<file path="src/sv/b64e_pkg.sv">
`timescale 1ns / 1ps
`default_nettype none
// ----------------------------------------------------------------------------
// b64e_pkg
// shared types, constants and the alphabet lookup for the base64 encoder
// ----------------------------------------------------------------------------
package b64e_pkg;

   localparam int QDepth = 4;
   localparam int QPtrW  = $clog2(QDepth);
   localparam int QCntW  = $clog2(QDepth + 1);

   localparam logic [7:0] PadChar = 8'h3D;

   // pending bit count carried between bytes
   typedef enum logic [1:0] {
      PH_0,
      PH_2,
      PH_4
   } b64e_phase_type;

   // one queue entry: the characters made by one byte
   typedef struct packed {
      logic [3:0][7:0] chars;
      logic [1:0]      last_idx;
      logic            eom;
   } b64e_entry_type;

   typedef struct packed {
      logic           valid;
      b64e_entry_type entry;
   } b64e_slot_type;

   function automatic logic [7:0] b64e_sym(input logic [5:0] group);
      logic [7:0] g;
      logic [7:0] ch;
      g = {2'b00, group};
      case (group) inside
         [6'd0 : 6'd25]:  ch = 8'h41 + g;
         [6'd26 : 6'd51]: ch = 8'h61 + g - 8'd26;
         [6'd52 : 6'd61]: ch = 8'h30 + g - 8'd52;
         6'd62:           ch = 8'h2B;
         default:         ch = 8'h2F;
      endcase
      return ch;
   endfunction

endpackage
`default_nettype wire

</file>
<file path="src/sv/base64_stream_encoder.sv">
`timescale 1ns / 1ps
`default_nettype none
// ----------------------------------------------------------------------------
// base64_stream_encoder
// padded base64 encoder, one message byte in, one ascii character out
// ----------------------------------------------------------------------------
// usage:
//   req_* carries message bytes, req_tlast marks the final byte of a message.
//   rsp_* carries ascii characters of the standard alphabet and '=' pads,
//   rsp_tlast marks the final character of the encoded message.
//   a byte that is accepted is written into the queue, and its first
//   character then passes through the output character register to rsp.
//   one character per cycle goes out while rsp_tready is high, set by the
//   single output character register; a byte gives one or two characters
//   (up to four for a final byte), so three bytes give four characters.
//   the front keeps the 0, 2 or 4 pending bits and pushes one word of
//   characters per byte into a four-deep queue, so bytes keep being taken
//   while the receiver stalls until that queue fills; rsp data holds still
//   while rsp_tvalid is high and rsp_tready is low.
//   reset (synchronous, active high) drops pending bits, empties the queue
//   and clears rsp_tvalid.
// ----------------------------------------------------------------------------
module base64_stream_encoder (
   input  wire        clock,
   input  wire        reset,
   input  wire        req_tvalid,
   output logic       req_tready,
   input  wire  [7:0] req_tdata,    // [7:0] data_byte
   input  wire        req_tlast,    // last_byte
   output logic       rsp_tvalid,
   input  wire        rsp_tready,
   output logic [7:0] rsp_tdata,    // [7:0] out_char
   output logic       rsp_tlast     // last_char
);
   import b64e_pkg::*;

   b64e_slot_type push;
   b64e_slot_type head;
   logic          q_full;
   logic          pop;

   b64e_front u_front (
      .clock      (clock),
      .reset      (reset),
      .byte_valid (req_tvalid),
      .byte_data  (req_tdata),
      .byte_last  (req_tlast),
      .q_full     (q_full),
      .byte_ready (req_tready),
      .push       (push)
   );

   b64e_queue u_queue (
      .clock (clock),
      .reset (reset),
      .push  (push),
      .pop   (pop),
      .full  (q_full),
      .head  (head)
   );

   b64e_back u_back (
      .clock     (clock),
      .reset     (reset),
      .head      (head),
      .pop       (pop),
      .out_valid (rsp_tvalid),
      .out_char  (rsp_tdata),
      .out_last  (rsp_tlast),
      .out_ready (rsp_tready)
   );

endmodule
`default_nettype wire

</file>
<file path="src/sv/b64e_front.sv">
`timescale 1ns / 1ps
`default_nettype none
// ----------------------------------------------------------------------------
// b64e_front
// accepts message bytes, splits them into 6-bit groups, pushes char words
// ----------------------------------------------------------------------------
module b64e_front (
   input  wire                    clock,
   input  wire                    reset,
   input  wire                    byte_valid,
   input  wire  [7:0]             byte_data,
   input  wire                    byte_last,
   input  wire                    q_full,
   output logic                   byte_ready,
   output b64e_pkg::b64e_slot_type push
);
   import b64e_pkg::*;

   b64e_phase_type phase_ff, phase_in;
   logic [3:0]     bits_ff, bits_in;
   logic           take;

   assign byte_ready = !q_full;
   assign take       = byte_valid && !q_full;

   // next state
   always_comb begin
      phase_in = phase_ff;
      bits_in  = bits_ff;
      if (take) begin
         case (phase_ff)
            PH_2: begin
               phase_in = PH_4;
               bits_in  = byte_data[3:0];
            end
            PH_4: begin
               phase_in = PH_0;
               bits_in  = 4'd0;
            end
            default: begin
               phase_in = PH_2;
               bits_in  = {2'b00, byte_data[1:0]};
            end
         endcase
         if (byte_last) begin
            phase_in = PH_0;
            bits_in  = 4'd0;
         end
      end
   end

   // outputs
   always_comb begin
      push.valid          = take;
      push.entry.chars    = {PadChar, PadChar, PadChar, PadChar};
      push.entry.last_idx = 2'd0;
      push.entry.eom      = byte_last;
      case (phase_ff)
         PH_2: begin
            push.entry.chars[0] = b64e_sym({bits_ff[1:0], byte_data[7:4]});
            if (byte_last) begin
               push.entry.chars[1]  = b64e_sym({byte_data[3:0], 2'b00});
               push.entry.last_idx = 2'd2;
            end
         end
         PH_4: begin
            push.entry.chars[0] = b64e_sym({bits_ff, byte_data[7:6]});
            push.entry.chars[1] = b64e_sym(byte_data[5:0]);
            push.entry.last_idx = 2'd1;
         end
         default: begin
            push.entry.chars[0] = b64e_sym(byte_data[7:2]);
            if (byte_last) begin
               push.entry.chars[1]  = b64e_sym({byte_data[1:0], 4'b0000});
               push.entry.last_idx = 2'd3;
            end
         end
      endcase
   end

   always_ff @(posedge clock) begin
      if (reset) begin
         phase_ff <= PH_0;
         bits_ff  <= 4'd0;
      end else begin
         phase_ff <= phase_in;
         bits_ff  <= bits_in;
      end
   end

endmodule
`default_nettype wire

</file>
<file path="src/sv/b64e_queue.sv">
`timescale 1ns / 1ps
`default_nettype none
// ----------------------------------------------------------------------------
// b64e_queue
// short fifo of char words between the front and the back
// ----------------------------------------------------------------------------
module b64e_queue (
   input  wire                     clock,
   input  wire                     reset,
   input  b64e_pkg::b64e_slot_type push,
   input  wire                     pop,
   output logic                    full,
   output b64e_pkg::b64e_slot_type head
);
   import b64e_pkg::*;

   b64e_entry_type            slots_ff [QDepth];
   logic [QPtrW-1:0]          wr_ptr_ff, wr_ptr_in;
   logic [QPtrW-1:0]          rd_ptr_ff, rd_ptr_in;
   logic [QCntW-1:0]          cnt_ff, cnt_in;
   logic                      do_pop;

   assign full       = (cnt_ff == QCntW'(QDepth));
   assign head.valid = (cnt_ff != '0);
   assign head.entry = slots_ff[rd_ptr_ff];
   assign do_pop     = pop && head.valid;

   always_comb begin
      wr_ptr_in = push.valid ? wr_ptr_ff + 1'b1 : wr_ptr_ff;
      rd_ptr_in = do_pop ? rd_ptr_ff + 1'b1 : rd_ptr_ff;
      cnt_in    = cnt_ff;
      if (push.valid && !do_pop) begin
         cnt_in = cnt_ff + 1'b1;
      end else if (!push.valid && do_pop) begin
         cnt_in = cnt_ff - 1'b1;
      end
   end

   always_ff @(posedge clock) begin
      if (push.valid) begin
         slots_ff[wr_ptr_ff] <= push.entry;
      end
   end

   always_ff @(posedge clock) begin
      if (reset) begin
         wr_ptr_ff <= '0;
         rd_ptr_ff <= '0;
         cnt_ff    <= '0;
      end else begin
         wr_ptr_ff <= wr_ptr_in;
         rd_ptr_ff <= rd_ptr_in;
         cnt_ff    <= cnt_in;
      end
   end

endmodule
`default_nettype wire

</file>
<file path="src/sv/b64e_back.sv">
`timescale 1ns / 1ps
`default_nettype none
// ----------------------------------------------------------------------------
// b64e_back
// walks char words to the output register, one char per cycle unless stalled
// ----------------------------------------------------------------------------
module b64e_back (
   input  wire                     clock,
   input  wire                     reset,
   input  b64e_pkg::b64e_slot_type head,
   output logic                    pop,
   output logic                    out_valid,
   output logic [7:0]              out_char,
   output logic                    out_last,
   input  wire                     out_ready
);
   import b64e_pkg::*;

   logic [1:0] idx_ff, idx_in;
   logic       valid_ff, valid_in;
   logic [7:0] char_ff, char_in;
   logic       last_ff, last_in;
   logic       adv;
   logic       at_end;

   assign adv    = !valid_ff || out_ready;
   assign at_end = (idx_ff == head.entry.last_idx);
   assign pop    = adv && head.valid && at_end;

   always_comb begin
      idx_in   = idx_ff;
      valid_in = valid_ff;
      char_in  = char_ff;
      last_in  = last_ff;
      if (adv) begin
         valid_in = head.valid;
         if (head.valid) begin
            char_in = head.entry.chars[idx_ff];
            last_in = head.entry.eom && at_end;
            idx_in  = at_end ? 2'd0 : idx_ff + 2'd1;
         end
      end
   end

   always_ff @(posedge clock) begin
      if (reset) begin
         idx_ff   <= 2'd0;
         valid_ff <= 1'b0;
      end else begin
         idx_ff   <= idx_in;
         valid_ff <= valid_in;
      end
   end

   always_ff @(posedge clock) begin
      char_ff <= char_in;
      last_ff <= last_in;
   end

   assign out_valid = valid_ff;
   assign out_char  = char_ff;
   assign out_last  = last_ff;

endmodule
`default_nettype wire
</file>
<file path="config.mk">
export PLATFORM = sky130hd
export DESIGN_NAME = base64_stream_encoder
export DESIGN_NICKNAME = d
export VERILOG_FILES = /design/src/sv/b64e_pkg.sv /design/src/sv/base64_stream_encoder.sv /design/src/sv/b64e_front.sv /design/src/sv/b64e_queue.sv /design/src/sv/b64e_back.sv
export SDC_FILE = /design/constraint.sdc
export NUM_CORES = 1
export LEC_CHECK = 0
export ABC_AREA = 1
export BUFFER_PORTS_ARGS = -buffer_cell sky130_fd_sc_hd__buf_2
export CAP_MARGIN = 20
export CORE_MARGIN = 5
export CORE_UTILIZATION = 60
export DETAILED_ROUTE_END_ITERATION = 8
export HOLD_SLACK_MARGIN = 0.06
export PLACE_DENSITY = 0.79
export SLEW_MARGIN = 40
export SYNTH_ARGS = -nofsm -noshare
export SYNTH_HDL_FRONTEND = slang
export SYNTH_SLANG_ARGS = --single-unit
export TNS_END_PERCENT = 30
</file>
<file path="constraint.sdc">
create_clock -name clock -period 2.64 [get_ports clock]
set_input_delay 0.528 -clock clock [delete_from_list [all_inputs] [get_ports clock]]
set_output_delay 0.528 -clock clock [all_outputs]
set_load 0.02 [all_outputs]
</file>
==> out/metrics.yaml <==
vias: 6762
drc: 0
core-area_um2: 11600
numPortBuffers: 23
timing.final.hold_violations: 0
first_iter_violations: 831
ant_nets: 0
rr_worst_depth: 15
worst_pin_slew_ns: 0.449
fin_crit_sh_pct: 89.6
clock_path_buffers: 2
maxCapViolations: 0
yosys_warnings: 0
placementRows: 39
p_total_w: 0.00621
root_buffer: "clkbuf_16"
firstDrtPassIters: 6
syn_area_um2: 7160
ys_seq_elements: 103
htreeDepth: 3
crit_path_end_kind: "flip-flop"
dieArea_um2: 14200
power_density_nw_per_um2: 782
antenna_found_initial: 0
yosysSeqAreaShare_pct: 40.7
slew_headroom_pct: 70.0
final_util_pct: 68.7
cp.arrival_ns: 2.59
avgSynthCellArea_um2: 7.62
critical_path_class: "reg2reg"
dp_hpwl_um: 14500
slew_viol_final: 0
viasPerCell: 5.93
grt_pass1_wl_um: 31000
min_path_cells: 2
outcome: "finished clean"
clk_latency_ns: 0.34
setup_viol: 0
hp-class: "reg2reg"
boundaryPins: 24
syn-instance-count: 939
clk_pin_slew_ns: 0.07
nets: 1047
drive_gt1_share_pct: 12.4
grt_use_total_pct: 27.2
place_area_um2: 7650
fin_area_um2: 7940
syn-num-nets: 994
postCtsSetupBuffers: 0
initial_core_util_pct: 61.9
rsz0062_at_grt: "no"
cts_tree: "yes"
yosysUniqueCellTypes: 37
antenna_cells: 0
fin_ws_ns: 0.276
leakagePower_nw: 3.60
grt_pass1_vias: 6043
cts.sinks: 103
gp_congestion: 1.05
max_freq_mhz: 423
cts_buffers: 9
path_max_fanout: 7
required_ns: 2.87
pre_cts_ws_ns: 0.166
hold_buffers: 0
wl_per_cell_um: 17.1
start_kind: "flip-flop"
die_h_um: 119
grt.overflow.total: 0
wl_um: 19500
ir_drop_mv: 0.436
period_needed_ns: 2.36
tns_ns: 0
finClkSkew_ns: 0.00964
grt_max_degree: 21
die_w_um: 119
syn_to_final_growth_pct: 11.0
per-layer routing:
| layer | vias up | global-route usage, % | share of wire [%] |
|---|---|---|---|
| met5 | - | 0 | 0 |
| met4 | 0 | 10.1 | 2.5 |
| met3 | 43 | 3.36 | 8.4 |
| met2 | 400 | 46.1 | 49 |
| met1 | 3058 | 35.9 | 40 |
| li1 | 3261 | - | - |
metrics by stage:
| step | cells | hold slack (ns) |
|---|---|---|
| floorplan | 939 | 0.459 |
| global placement | 1124 | 0.471 |
| detailed placement | 1124 | 0.477 |
| CTS | 1140 | 0.487 |
| global route | 1140 | 0.518 |
| finish | 1140 | 0.488 |
synthesized netlist by cell type (all sizes together):
cell,instances,area (um2)
nand2,273,1080
nand3,113,576
inv,91,349
edfxtp,85,2550
nor2,85,319
a21oi,60,304
o21ai,54,270
ha,41,513
buf,30,194
dfxtp,18,360
xor2,15,131
nand4,14,87.6
a221o,10,100
a31oi,7,43.8
clkbuf,6,22.5
nor3,6,30.0
o22ai,6,37.5
a211oi,5,37.5
clkinv,5,20.0
o211ai,5,37.5
nand3b,4,30.0
or2,2,12.5
fa,1,20.0
o31ai,1,7.51
o41ai,1,8.76
xnor2,1,8.76
worst max-delay path: stages, from the launching register on:
cell,delay [ns]
dfxtp_2,0.42
inv_1,0.15
nand2_1,0.09
nand3_1,0.08
nand2_1,0.08
nand2_1,0.05
nand2_1,0.08
inv_1,0.10
nand3_2,0.14
ha_1,0.17
inv_1,0.06
fa_1,0.37
a21oi_1,0.14
o21ai_0,0.11
o21ai_0,0.15
a21oi_1,0.05
area by class of cell:
class                           instances  area (um2)
Clock inverter                          2        11.3
Clock buffer                           14         285
Timing Repair Buffer                   78         528
Tap cell                              143         179
Sequential cell                       103        2910
Inverter                               96         369
Fill cell                             952        3620
Multi-Input combinational cell        704        3660
what timing repair did:
action                     4_1_cts  5_1_grt
resized for setup                0        1
setup endpoints to repair        0        2
hold endpoints to repair         0        0
logic make-up after synthesis:
kind of cell | after synthesis | synth area share (%)
adders and majority gates | 42 | 7.45
buffers and inverters | 132 | 8.18
DFF | 103 | 40.7
and+or+nand+nor | 497 | 29.9
xor gates and xnor gates | 16 | 1.96
AOI/OAI and AO/OA | 149 | 11.8
flip-flops by register name (all words and copies together), names as in the netlist, named ones only:
register           flops
u_queue.slots_ff      76
u_back.out_char        8
u_front.bits_ff        4
u_queue.cnt_ff         3
u_back.idx_ff          2
u_front.phase_ff       2
u_queue.rd_ptr_ff      2
u_queue.wr_ptr_ff      2
u_back.out_last        1
u_back.out_valid       1
worst paths after layout:
path / start / to / slack, ns
worst max-delay path: flip-flop / u_queue.cnt_ff[2]$_SDFFE_PP0P_ / 0.28
worst min-delay path: u_queue.cnt_ff[2]$_SDFFE_PP0P_ / u_queue.cnt_ff[2]$_SDFFE_PP0P_ / 0.49
worst max register to register: flip-flop / u_queue.cnt_ff[2]$_SDFFE_PP0P_ / 0.28
worst min register to register: u_queue.cnt_ff[2]$_SDFFE_PP0P_ / u_queue.cnt_ff[2]$_SDFFE_PP0P_ / 0.49
cells in the final DEF, fill, tap and decap left out, types with 2 or more instances in the layout:
| cell | instances |
|---|---|
| nand2_1 | 258 |
| nand3_1 | 111 |
| nor2_1 | 85 |
| edfxtp_1 | 85 |
| inv_1 | 80 |
| a21oi_1 | 59 |
| buf_4 | 55 |
| o21ai_0 | 51 |
| ha_1 | 41 |
| buf_2 | 23 |
| dfxtp_1 | 17 |
| xor2_1 | 15 |
| nand4_1 | 14 |
| nand2_2 | 11 |
| a221o_1 | 10 |
| clkbuf_16 | 10 |
| inv_2 | 8 |
| a31oi_1 | 7 |
| nor3_1 | 6 |
| o22ai_1 | 6 |
| o211ai_1 | 5 |
| a211oi_1 | 5 |
| inv_4 | 4 |
| clkinv_1 | 4 |
| nand2_4 | 4 |
| nand3b_1 | 4 |
| o21ai_1 | 3 |
| nand3_2 | 2 |
| clkinv_2 | 2 |
| clkbuf_1 | 2 |
| clkbuf_8 | 2 |
power breakdown:
group | internal [W] | switching [W]
Combinational | 0.000830 | 0.00173
Sequential | 0.00223 | 0.000131
Clock | 0.000748 | 0.000540
Total | 0.00381 | 0.00240
No activity file was read; power rests on OpenSTA's default activity.
